## src/rtl/dslom_pkg.sv

```systemverilog
// ----------------------------------------------------------------------------
// Dust sensor occupancy meter package
// Field widths, fixed-point constants and shared types.
// ----------------------------------------------------------------------------
package dslom_pkg;

  // Field widths
  localparam int unsigned WIN_W  = 16;  // window length and tick counter
  localparam int unsigned LOW_W  = 16;  // low tick counter
  localparam int unsigned PCT_W  = 23;  // low_percent field
  localparam int unsigned CNT_W  = 30;  // particle_count field

  // Horner evaluation widths (percentage in Q16, at most 100.0)
  localparam int unsigned P16_W  = 23;
  localparam int unsigned T1_W   = 30;
  localparam int unsigned T2_W   = 37;
  localparam int unsigned T3_W   = 43;
  localparam int unsigned PROD_W = T2_W + P16_W;

  // Final scale 100 * 256 = 25 * 2^10
  localparam int unsigned SCALE_SHIFT = 10;
  localparam int unsigned T3Q_W       = T3_W - SCALE_SHIFT;
  localparam logic [WIN_W-1:0] SCALE_DIV = 16'd25;

  // Horner offsets, polynomial scaled by 100, in Q16
  localparam logic [T1_W-1:0] C0_T1 = T1_W'(380) << 16;
  localparam logic [T2_W-1:0] C0_T2 = T2_W'(52000) << 16;
  localparam logic [T3_W-1:0] C0_T3 = T3_W'(62) << 16;

  // Saturation limits and reset values
  localparam logic [PCT_W-1:0] PCT_MAX      = '1;
  localparam logic [CNT_W-1:0] CNT_MAX      = '1;
  localparam logic [WIN_W-1:0] WINDOW_RESET = 16'd30000;

  // Status of a serial arithmetic unit
  typedef struct packed {
    logic busy;
    logic done;
  } ser_stat_t;

endpackage

```

## src/rtl/dslom_serial_mult.sv

```systemverilog
// ----------------------------------------------------------------------------
// Bit-serial multiplier
// Shift-add multiply, one multiplier bit per cycle, LSB first.
// ----------------------------------------------------------------------------
module dslom_serial_mult import dslom_pkg::*; #(
  parameter int unsigned A_W = 37,
  parameter int unsigned B_W = 23
) (
  input  logic               clk_i,
  input  logic               rst_ni,
  input  logic               start_i,
  input  logic [A_W-1:0]     a_i,
  input  logic [B_W-1:0]     b_i,
  output ser_stat_t          stat_o,
  output logic [A_W+B_W-1:0] prod_o
);

  localparam int unsigned CW = $clog2(B_W + 1);

  logic [A_W-1:0] mcand_q;
  logic [A_W-1:0] hi_q;
  logic [B_W-1:0] lo_q;
  logic [CW-1:0]  cnt_q;
  logic           busy_q;
  logic           done_q;
  logic [A_W:0]   sum;

  assign sum = {1'b0, hi_q} + (lo_q[0] ? {1'b0, mcand_q} : '0);

  always_ff @(posedge clk_i or negedge rst_ni) begin
    if (!rst_ni) begin
      busy_q <= 1'b0;
      done_q <= 1'b0;
      cnt_q  <= '0;
    end else begin
      done_q <= busy_q && (cnt_q == CW'(1));
      if (start_i && !busy_q) begin
        busy_q <= 1'b1;
        cnt_q  <= CW'(B_W);
      end else if (busy_q) begin
        cnt_q <= cnt_q - CW'(1);
        if (cnt_q == CW'(1)) begin
          busy_q <= 1'b0;
        end
      end
    end
  end

  // Add when the multiplier bit is set, then shift the pair right
  always_ff @(posedge clk_i) begin
    if (start_i && !busy_q) begin
      mcand_q <= a_i;
      hi_q    <= '0;
      lo_q    <= b_i;
    end else if (busy_q) begin
      hi_q <= sum[A_W:1];
      lo_q <= {sum[0], lo_q[B_W-1:1]};
    end
  end

  assign stat_o = '{busy: busy_q, done: done_q};
  assign prod_o = {hi_q, lo_q};

endmodule

```

## config.mk

```make
export PLATFORM = sky130hd
export DESIGN_NAME = dslom_serial_mult
export DESIGN_NICKNAME = d
export VERILOG_FILES = /design/src/rtl/dslom_pkg.sv /design/src/rtl/dslom_serial_mult.sv
export SDC_FILE = /design/constraint.sdc
export NUM_CORES = 1
export LEC_CHECK = 0
export BUFFER_PORTS_ARGS = -buffer_cell sky130_fd_sc_hd__buf_2
export CAP_MARGIN = 10
export CORE_MARGIN = 1
export CORE_UTILIZATION = 45
export DETAILED_ROUTE_END_ITERATION = 8
export GPL_TIMING_DRIVEN = 1
export PLACE_DENSITY = 0.68
export SLEW_MARGIN = 40
export SYNTH_ARGS = -nofsm -noshare
export SYNTH_HDL_FRONTEND = slang
export SYNTH_SLANG_ARGS = --single-unit
```

## constraint.sdc

```tcl
create_clock -name clk_i -period 3.94 [get_ports clk_i]
set_input_delay 0.394 -clock clk_i [delete_from_list [all_inputs] [get_ports clk_i]]
set_output_delay 0.394 -clock clk_i [all_outputs]
set_load 0.02 [all_outputs]
```

== Word level (Yosys, flattened, before mapping) ==
Cells that the tools add are included.

* Register bits: 104
* Output and inout port bits: 62
* Input port bits: 63
* Word-level logic and storage cells: 21

* Equal/unequal tests: 1
* Reduce and logical (&&, ||, !) cells: 4
* Add/subtract/negate cells: 2
* Muxes and demuxes: 8

{| class="wikitable"
|+ Operator list
! cell !! count
|-
| 23-bit two-way mux || 2
|-
| 37-bit by 37-bit adder with 38-bit output || 1
|-
| 37-bit two-way mux || 1
|-
| 5-bit two-way mux || 2
|-
| 5-bit by 1-bit equality test with 1-bit output (second input constant) || 1
|-
| 5-bit by 1-bit subtractor with 5-bit output (second input constant) || 1
|-
| 1-bit two-way mux || 3
|-
| 1-bit logical AND || 2
|-
| 2-bit nonzero test || 1
|-
| 1-bit zero test || 1
|}

== Longest topological paths before layout ==
* Depth in word-level cells: 4
* Depth in mapped cells: 14
* Depth with buffers taken out: 13

== Least setup slack after synthesis ==
Ideal clock, no wire load.

* Kind: reg2reg
* Start point: register lo_q[0]
* End point: register hi_q[35]
* Buffers on the path: 1
* Cell stages (with the launch flop): 15
* Clock period less this slack: 3.249 ns
* Setup slack: 0.691 ns
* Library setup time: 0.127 ns
* Arrival time: 3.122 ns
* Data required time: 3.813 ns
* Cells stage by stage: edfxtp_1 clkbuf_1 and2_1 ha_1 inv_1 fa_1 nand2b_1 a21oi_2 o2111a_2 a31oi_4 o21a_4 o31ai_4 a41oi_2 o2111ai_1 nand3_1

* Cells in the longest elaborated chain, start to end: 2

{| class="wikitable"
|+ RTL lines
! element !! RTL line !! text
|-
| start: declaration || dslom_serial_mult.sv:22 || <nowiki>logic [B_W-1:0] lo_q;</nowiki>
|-
| start signal: assignment || dslom_serial_mult.sv:54 || <nowiki>lo_q <= b_i;</nowiki>
|-
| start signal: assignment || dslom_serial_mult.sv:57 || <nowiki>lo_q <= {sum[0], lo_q[B_W-1:1]};</nowiki>
|-
| 37-bit two-way mux || dslom_serial_mult.sv:28 || <nowiki>assign sum = {1'b0, hi_q} + (lo_q[0] ? {1'b0, mcand_q} : '0);</nowiki>
|-
| 37-bit by 37-bit adder with 38-bit output || dslom_serial_mult.sv:28 ||
|-
| end signal: assignment || dslom_serial_mult.sv:56 || <nowiki>hi_q <= sum[A_W:1];</nowiki>
|-
| end: declaration || dslom_serial_mult.sv:21 || <nowiki>logic [A_W-1:0] hi_q;</nowiki>
|}

Every way passes these cells.
A chain may end at the register's enable or synchronous reset.

== Worst setup path in the final report ==
Ends and elaborated chain as after synthesis.

==> results_dict.tcl <==
set metrics [dict create \
    path_clk_slew_ns 0.07 \
    synth_edf_count 60 \
    rsz0062_at_grt "no" \
    synth_area_leaders "edfxtp_1 31%, dfxtp_1 13%, ha_1 8.5%, mux2_2 4.5%, and2_1 4.3%" \
    rows 40 \
    initial_core_util_pct 47.0 \
    synth_seq_area_share_pct 47.4 \
    synthCells 542 \
    crit_slowest_cell "fa_1" \
    path_buf_inv 2 \
    clockRootBuffer "clkbuf_16" \
    io_buffers 124 \
    end_kind "flip-flop" \
    holdWs_ns 0.204 \
    cts_sinks 104 \
    ctsResizeCount 0 \
    max_freq_mhz 306 \
    pwr_density_cell_nw_per_um2 962 \
    tightest_slew_ns 0.792 \
    fin_crit_sh_pct 83.0 \
    hold_violations 0 \
    overflow 0 \
    drc_errors 0 \
    fin_area_um2 6840 \
    antenna_found_initial 0 \
    grtUsageTotal_pct 20.1 \
    cts_hold_buf 1 \
    die-area_um2 13200 \
    core_um2 12200 \
    crit_family "compound AO/OA/AOI/OAI gates" \
    power_leakage_nw 2.89 \
    cts_setup_buffers 0 \
    die_w_um 115 \
    routed_wl_um 12700 \
    worstSkewPairLatency_ns 0.36 \
    drive_above_1_share_pct 29.0 \
    setup_violations 0 \
    insertedDiodeCount 0 \
    viasPerCell 5.34 \
    yosys.area.top_type "edfxtp_1" \
    synthArstFlopShare_pct 6.73 \
    synthFlopType "edfxtp_1" \
    netlist_area_um2 5740 \
    placed_area_um2 6540 \
    dr.pass1.iters 5 \
    synth_common_cells "60 x edfxtp_1, 54 x nand2_1, 43 x o21ai_0" \
    grt_start_max_net_pins 35 \
    cpPeakStageDelay_ns 0.37 \
    synth_top_area_share_pct 31.4 \
    critical_path.cell_chain "buf_4 > and2_1 > ha_1 > inv_1 > fa_1 > nand2b_1 > a21oi_2 > o2111a_2 > a31oi_4 > o21a_4 > o31ai_4 > a41oi_2 > o2111ai_1 > nand3_1" \
    nFillCells 1102 \
    tns_ns 0 \
    vdd_drop_max_v 0.000492 \
    die_h_um 115 \
    maxSlewHeadroom_pct 47.2 \
    post-route-min-period_ns 3.27 \
    worstSetupPathType "reg -> reg" \
    ios 125 \
    place_congestion 0.848 \
    first_global_vias 4341 \
    syn_avg_cell_area_um2 10.6 \
    num_vias 4456 \
    drt.antenna.violating_nets 0 \
    slew_viol_final 0 \
    fin_skew_ns 0.00928 \
    drt_iter0_markers 176 \
    crit_arrival_ns 3.51 \
    cts-buffers-inserted 9 \
    finalNetCount 764 \
    yosysUniqueCellTypes 66 \
    yosys_warnings 0 \
    hpwl_um 9690 \
    cts_buffer_depth 2 \
    required_ns 4.18 \
    areaGrowthSynthToFinish_pct 19.2 \
    ys_ff_latch 104 \
    outcome "finished clean" \
    yosysMostFrequentCell "edfxtp_1" \
    wl_per_cell_um 15.2 \
    min_path_type "in -> reg" \
    syn_nets 645 \
    maxCapViolations 0 \
    cts_tree "done" \
    start_kind "flip-flop" \
    worstPathMaxFanout 24 \
    cts_htree_levels 3 \
    grt_pass1_wl_um 20700 \
]
state kept, by name (all words and copies together) (netlist names):
signal	flops
hi_q	37
cnt_q	5
lo_q	23
done_q	1
busy_q	1
mcand_q	37
metrics by stage:
step           setup WS, ns  utilization, %  power, mW  instances
6_report              0.670            56.0       6.58        834
5_1_grt               0.461            56.0       7.11        834
4_1_cts               0.632            56.0       6.62        834
3_5_place_dp          0.650            53.6       5.73        817
3_3_place_gp          0.716            53.4       5.62        816
2_1_floorplan         0.691               -       4.75        542
cell usage in the layout, fill, tap and decap left out, types with 8 or more instances in the layout:
cell type	count
xor2_1	18
xnor2_1	15
nor2_1	13
clkbuf_16	9
dfxtp_1	37
o21ai_0	43
buf_2	124
a21oi_1	36
a21o_1	19
ha_1	39
o21ai_1	8
inv_1	15
edfxtp_1	60
nand3_1	8
and2_1	39
mux2_2	23
nand2_1	54
kinds of logic after synthesis:
kind of cell / share of synthesized area, %
AOI/OAI and AO/OA: 17.9
and+or+nand+nor: 13.2
DFF: 47.4
buffers and inverters: 2.94
adders and majority gates: 8.85
xor gates and xnor gates: 5.04
muxes: 4.69
worst paths after layout:
kind | cells past startpoint | to | slack (ns) | from
setup / recovery | 14 | hi_q[35] | 0.67 | lo_q[0]
hold / removal | 1 | mcand_q[1] | 0.20 | a_i[1]
setup reg to reg | 14 | hi_q[35] | 0.67 | lo_q[0]
hold reg to reg | 2 | hi_q[28] | 0.47 | hi_q[28]
max in group asynchronous | 2 | cnt_q[4] | 3.35 | rst_ni
min in group asynchronous | 2 | cnt_q[3] | 0.43 | rst_ni
metal layers:
metal  track usage, %  routed length, um  share of wire, %  vias up
li1                 -                  -                 -     2212
met4             7.01                248               2.0        0
met2             34.2               6350                50      108
met5                0                  0                 0        -
met3             5.80                642               5.1       21
met1             24.4               5460                43     2115
where the power goes:
part	switching, mW	leakage, nW	total (mW)	internal (mW)
logic	2.22	1.78	3.77	1.56
clock network	0.420	0.139	0.874	0.454
registers	0.289	0.970	1.93	1.64
cell type report:
| cell class | count | area, um^2 | area share [%] |
|---|---|---|---|
| Clock inverter | 6 | 48.8 | 0.713 |
| Multi-Input combinational cell | 398 | 2860 | 41.8 |
| Clock buffer | 10 | 239 | 3.49 |
| Timing Repair Buffer | 132 | 703 | 10.3 |
| Inverter | 16 | 60.1 | 0.878 |
| Sequential cell | 104 | 2720 | 39.7 |
| Tap cell | 168 | 210 | 3.07 |
Power figures use the tool's default switching activity.
