==> src/rtl/dslom_pkg.sv <==
// ----------------------------------------------------------------------------
// Dust sensor occupancy meter package
// Field widths, fixed-point constants and shared types.
// ----------------------------------------------------------------------------
package dslom_pkg;

  // Field widths
  localparam int unsigned WIN_W  = 16;  // window length and tick counter
  localparam int unsigned LOW_W  = 16;  // low tick counter
  localparam int unsigned PCT_W  = 23;  // low_percent field
  localparam int unsigned CNT_W  = 30;  // particle_count field

  // Horner evaluation widths (percentage in Q16, at most 100.0)
  localparam int unsigned P16_W  = 23;
  localparam int unsigned T1_W   = 30;
  localparam int unsigned T2_W   = 37;
  localparam int unsigned T3_W   = 43;
  localparam int unsigned PROD_W = T2_W + P16_W;

  // Final scale 100 * 256 = 25 * 2^10
  localparam int unsigned SCALE_SHIFT = 10;
  localparam int unsigned T3Q_W       = T3_W - SCALE_SHIFT;
  localparam logic [WIN_W-1:0] SCALE_DIV = 16'd25;

  // Horner offsets, polynomial scaled by 100, in Q16
  localparam logic [T1_W-1:0] C0_T1 = T1_W'(380) << 16;
  localparam logic [T2_W-1:0] C0_T2 = T2_W'(52000) << 16;
  localparam logic [T3_W-1:0] C0_T3 = T3_W'(62) << 16;

  // Saturation limits and reset values
  localparam logic [PCT_W-1:0] PCT_MAX      = '1;
  localparam logic [CNT_W-1:0] CNT_MAX      = '1;
  localparam logic [WIN_W-1:0] WINDOW_RESET = 16'd30000;

  // Status of a serial arithmetic unit
  typedef struct packed {
    logic busy;
    logic done;
  } ser_stat_t;

endpackage

==> src/rtl/dslom_serial_div.sv <==
// ----------------------------------------------------------------------------
// Bit-serial divider
// Restoring division, one quotient bit per cycle, dividend fed MSB first.
// ----------------------------------------------------------------------------
module dslom_serial_div import dslom_pkg::*; #(
  parameter int unsigned DVD_W = 39,
  parameter int unsigned DSR_W = 16
) (
  input  logic                         clk_i,
  input  logic                         rst_ni,
  input  logic                         start_i,
  input  logic [DVD_W-1:0]             dividend_i,  // left aligned
  input  logic [DSR_W-1:0]             divisor_i,
  input  logic [$clog2(DVD_W+1)-1:0]   nbits_i,
  output ser_stat_t                    stat_o,
  output logic [DVD_W-1:0]             quotient_o
);

  localparam int unsigned CW = $clog2(DVD_W + 1);

  logic [DVD_W-1:0] dvd_q;
  logic [DVD_W-1:0] quo_q;
  logic [DSR_W-1:0] rem_q;
  logic [DSR_W-1:0] dsr_q;
  logic [CW-1:0]    cnt_q;
  logic             busy_q;
  logic             done_q;

  logic [DSR_W:0]   trial;
  logic [DSR_W:0]   diff;
  logic             ge;

  assign trial = {rem_q, dvd_q[DVD_W-1]};
  assign diff  = trial - {1'b0, dsr_q};
  assign ge    = (trial >= {1'b0, dsr_q});

  always_ff @(posedge clk_i or negedge rst_ni) begin
    if (!rst_ni) begin
      busy_q <= 1'b0;
      done_q <= 1'b0;
      cnt_q  <= '0;
    end else begin
      done_q <= busy_q && (cnt_q == CW'(1));
      if (start_i && !busy_q) begin
        busy_q <= 1'b1;
        cnt_q  <= nbits_i;
      end else if (busy_q) begin
        cnt_q <= cnt_q - CW'(1);
        if (cnt_q == CW'(1)) begin
          busy_q <= 1'b0;
        end
      end
    end
  end

  // Shift one dividend bit into the partial remainder per cycle
  always_ff @(posedge clk_i) begin
    if (start_i && !busy_q) begin
      dvd_q <= dividend_i;
      dsr_q <= divisor_i;
      rem_q <= '0;
      quo_q <= '0;
    end else if (busy_q) begin
      dvd_q <= {dvd_q[DVD_W-2:0], 1'b0};
      rem_q <= ge ? diff[DSR_W-1:0] : trial[DSR_W-1:0];
      quo_q <= {quo_q[DVD_W-2:0], ge};
    end
  end

  assign stat_o     = '{busy: busy_q, done: done_q};
  assign quotient_o = quo_q;

endmodule

==> config.mk <==
export PLATFORM = sky130hd
export DESIGN_NAME = dslom_serial_div
export DESIGN_NICKNAME = d
export VERILOG_FILES = /design/src/rtl/dslom_pkg.sv /design/src/rtl/dslom_serial_div.sv
export SDC_FILE = /design/constraint.sdc
export NUM_CORES = 1
export LEC_CHECK = 0
export ABC_AREA = 1
export ABC_CLOCK_PERIOD_IN_PS = 2100
export BUFFER_PORTS_ARGS = -buffer_cell sky130_fd_sc_hd__buf_2
export CAP_MARGIN = 30
export CORE_ASPECT_RATIO = 0.9
export CORE_MARGIN = 5
export CORE_UTILIZATION = 35
export DETAILED_ROUTE_END_ITERATION = 10
export GPL_ROUTABILITY_DRIVEN = 0
export PLACE_DENSITY = 0.61
export SLEW_MARGIN = 20
export SYNTH_ARGS = -nofsm -noshare
export SYNTH_HDL_FRONTEND = slang
export SYNTH_SLANG_ARGS = --single-unit
export TNS_END_PERCENT = 50
==> constraint.sdc <==
create_clock -name clk_i -period 2.1 [get_ports clk_i]
set_input_delay 0 -clock clk_i [delete_from_list [all_inputs] [get_ports clk_i]]
set_output_delay 0 -clock clk_i [all_outputs]
set_load 0.005 [all_outputs]
# Word-level counts from Yosys, hierarchy flattened
# Cells that the tools add are included.
totals:
  ff_bits: 118
  output_inout_bits: 41
op_classes:
  n_addsub: 2
  n_lt_le_gt_ge: 1
  n_eq_ne: 1
  muxes: 8
  reduce_logical: 4
op_table:
  columns: ["op", "n"]
  rows:
  - ["2-to-1 mux 39 bit", 2]
  - ["greater-or-equal comparator 17 x 16 -> 1 bit", 1]
  - ["2-to-1 mux 16 bit", 1]
  - ["subtractor 16 bit", 1]
  - ["2-to-1 mux 6 bit", 2]
  - ["equality test 6 x 1 -> 1 bit (second input constant)", 1]
  - ["subtractor 6 x 1 -> 6 bit (second input constant)", 1]
  - ["2-to-1 mux 1 bit", 3]
  - ["logical AND 1 bit", 2]
  - ["nonzero test 2 bit", 1]
  - ["zero test 1 bit", 1]

# Depth between registers and ports, before layout
depth:
  ltp_word: 4
  mapped_depth: 15
  depth_no_buf: 14

# Worst setup path before layout
# No wires, ideal clock.
synth_timing:
  path_kind: "register -> register"
  from: "register busy_q"
  to: "register dvd_q[0] (enable)"
  setup_time_ns: 0.419
  arrival_time_ns: 1.857
  t_required_ns: 1.681
  path_slack_ns: -0.176
  path_stages_with_launch: 4
  synth_period_minus_slack_ns: 2.276
  cell_sequence: "dfrtp_1 -> nor2_1 -> inv_1 -> clkbuf_1"
synth_between:
  elab_chain_len: 3
synth_rtl:
  columns: ["item", "line_no", "rtl"]
  rows:
  - ["start: declaration", "dslom_serial_div.sv:26", "logic busy_q;"]
  - ["start signal: assignment", "dslom_serial_div.sv:39", "busy_q <= 1'b0;"]
  - ["start signal: assignment", "dslom_serial_div.sv:45", "busy_q <= 1'b1;"]
  - ["start signal: assignment", "dslom_serial_div.sv:50", "busy_q <= 1'b0;"]
  - ["zero test 1 bit", "dslom_serial_div.sv:58", "if (start_i && !busy_q) begin"]
  - ["logical AND 1 bit", "dslom_serial_div.sv:58", null]
  - ["nonzero test 2 bit (no line) *", null, null]
  - ["end signal: assignment", "dslom_serial_div.sv:59", "dvd_q <= dividend_i;"]
  - ["end signal: assignment", "dslom_serial_div.sv:64", "dvd_q <= {dvd_q[DVD_W-2:0], 1'b0};"]
  - ["end: declaration", "dslom_serial_div.sv:21", "logic [DVD_W-1:0] dvd_q;"]
# Every way passes the cells marked *; elsewhere a longest branch is shown, timed or not.
# A chain may end at the register's enable or synchronous reset.

# Worst setup path after layout
layout_timing:
  from: "register dvd_q[38]"
  to: "register rem_q[12]"
layout_between:
  elab_chain_len: 2
  elab_cells_between_ends: 3
  cone_classes: "add/sub: 1; order compare: 1; mux: 1"
layout_rtl:
  columns: ["item", "line_no", "rtl"]
  rows:
  - ["subtractor 16 bit or greater-or-equal comparator 17 x 16 -> 1 bit (tied branches)", "dslom_serial_div.sv:34, dslom_serial_div.sv:35", null]
  - ["2-to-1 mux 16 bit *", "dslom_serial_div.sv:65", "rem_q <= ge ? diff[DSR_W-1:0] : trial[DSR_W-1:0];"]
  - ["end signal: assignment", "dslom_serial_div.sv:65", null]
  - ["end: declaration", "dslom_serial_div.sv:23", "logic [DSR_W-1:0] rem_q;"]
# Marks and branches as above.

==> flow_summary.ini <==
[setup_path]
startpoint = dvd_q[38]
cp.required_ns = 2.41
crit_fanout = 3
startpoint_type = register
r2r_slack_ns = 0.19
endpoint_kind = register
cp_data_arrival_time_ns = 2.22
reg2reg_from = dvd_q[38]
reg2reg_to = rem_q[12]
crit_type = reg2reg
ff2ff_path_depth = 11

[power]
switching_share_pct = 36.40
p_per_area_nw_per_um2 = 1491
ir_worst_vdd_uv = 842.7
p_comb_share_pct = 39.8
switchingPower_mw = 4.185
clock_power_share_pct = 25.4
p_int_mw = 7.311
seqPwrFrac_pct = 34.8
p_leak_nw = 3.868
total_power_mw = 11.50

[job]
maxCapViolCount = 0

[clocking]
clock-root-buffer = clkbuf_16
htreeDepth = 4
clk_pin_slew_ns = 0.06
insertion_delay_ns = 0.41
cts_tree = yes
cts_buffers = 17
clk_path_buf_depth = 2
cts.sinks = 118
postCtsSetupBuffers = 0

[yosys]
ys.flop_type = edfxtp_1
syn_area_per_cell_sq_um = 8.321
syn_nets = 764
yosys.area.top_type = edfxtp_1
synthArstFlopShare_pct = 6.780
ys_ff_latch = 118
synthCells = 681
synthTopCellsByArea = edfxtp_1, dfxtp_1, nand2_1
seq_area_frac_synth_pct = 52.11
yosys_warnings = 0
synth_edf_count = 55
synth_top_cell_area_share_pct = 29.15
synth_area_sq_um = 5667
synth_cell_type_count = 39

[floorplanning]
core_sq_um = 16020
die_y_um = 130.7
rows = 44
dieArea_sq_um = 18840
ioPinCount = 105
die_w_um = 144.1
initial_core_util_pct = 35.37

[route]
drt_pass1_iterations = 5
via_count = 4811
post-route-drc-count = 0
totalWireLength_um = 14090
vias_per_cell = 4.484
first_iter_violations = 346
wl_per_cell_um = 13.13
ant_nets = 0

[placement]
dp.cells = 976
pre_cts_ws_ns = 0.1615
dpl_cell_area_sq_um = 6421
port_buffers = 104
hpwlAfterDp_um = 9366

[min_path]
holdCritPathClass = in2reg
min_from = start_i
min_path_cells = 4
hold_end = busy_q

[cells_and_area]
finalInstanceArea_sq_um = 7711
final_common_cell = nand2_1
layout_common_cells = nand2_1, inv_1, buf_2
final_core_util_pct = 48.13
nets = 935
layout-drive-gt1-share_pct = 20.12
syn_to_final_growth_pct = 36.08
fin_cells = 1073

[timing]
setup_slack_ns = 0.1890
max_freq_mhz = 523.3
hold_slack_ns = 0.07565
tightestPinTransition_ns = 0.4310
maxSlewHeadroom_pct = 71.26
setup-tns-final_ns = 0
period_needed_ns = 1.911
finalMaxSlewViolations = 0
hold_viol_final = 0
skew_ns = 0.006350
fin_crit_sh_pct = 91.00
rsz0062_at_grt = no
finalSetupViolations = 0

[global_routing]
gr-usage-all-layers_pct = 15.80
grt_max_degree = 49
grt_overflow = 0
antenna_found_initial = 2
grt_first_pass_wirelength_um = 23280
grt_pass1_vias = 4796

[status]
status = finished clean
[how the worst max path moves through the flow]
stage	endpoint	slack [ns]
2_1_floorplan	dsr_q[0]	0.26
6_report	rem_q[12]	0.19
3_5_place_dp	rem_q[4]	0.16
4_1_cts	rem_q[4]	0.15
5_1_grt	rem_q[13]	0.001
3_3_place_gp	rem_q[12]	0.17
[flip-flops by register name, summed over array words and instances, names as in the netlist]
name / flops
busy_q: 1
dvd_q: 39
quotient_o: 39
rem_q: 16
dsr_q: 16
done_q: 1
cnt_q: 6
[synth_stat cells (2+ instances only)]
cell type and number:
buf_2 3, xor2_1 4, nand3_2 8, nand3b_1 6, buf_4 4, nand2_1 243
nand3_1 36, o21ai_0 8, clkbuf_1 16, dfxtp_1 55, inv_1 109, a21oi_1 8
buf_1 2, o221ai_1 2, edfxtp_1 55, inv_2 3, nand4_1 4, dfrtp_1 8
ha_1 18, nor2_1 19, o22ai_1 37, nand2_2 5, xnor2_1 6, o211ai_1 3
nor2_2 3, nor3_1 3
[cell type report]
cell class	count	area, sq um
clock buffer	24	520.5
inverter	113	424.2
fill	1513	8309
tap	207	259.0
clock inverter	8	81.33
multi-input combinational	424	2178
sequential	118	2953
timing repair buffer	178	1292
antenna	1	2.502
[cell families after synthesis]
| kind of cell | synth area share (%) |
|---|---|
| DFF | 52.11 |
| and+or+nand+nor | 25.46 |
| xor gates and xnor gates | 1.546 |
| buffers and inverters | 9.825 |
| adders and majority gates | 4.328 |
| AOI/OAI and AO/OA | 6.734 |
[metal layers]
metal	up-vias	part of all wire [%]	global-route usage, %
met5	-	0.050	0
met4	2	1.4	5.592
met3	19	7.1	6.769
met2	114	45	24.44
met1	2160	47	19.86
li1	2516	-	-
[critical path, cell delays in order, from the launching register on]
cell and delay, ns:
edfxtp_1 0.32, inv_1 0.05, ha_1 0.22, fa_1 0.41
inv_1 0.11, nand3_1 0.07, nand3_1 0.17, nand3_1 0.14
nand4_1 0.11, nand3_2 0.07, nand3_1 0.08, nand2_1 0.05
[power groups by stage]
| stage | registers [mW] | clock network (mW) | logic, mW |
|---|---|---|---|
| after floorplan | 3.98 | 0 | 3.27 |
| after global placement | 4.01 | 0 | 4.43 |
| after global routing | 4.10 | 3.12 | 5.29 |
| final | 4.00 | 2.92 | 4.58 |
| after CTS | 4.00 | 2.99 | 4.58 |
| after detailed placement | 4.01 | 0 | 4.47 |
[timing repair]
action | CTS | global route
setup endpoints to repair | 0 | 13
endpoints found under the hold margin | 69 | 0
hold buffers | 63 | 0
gates resized for setup | 0 | 6
No activity file was read; power rests on OpenSTA's default activity.
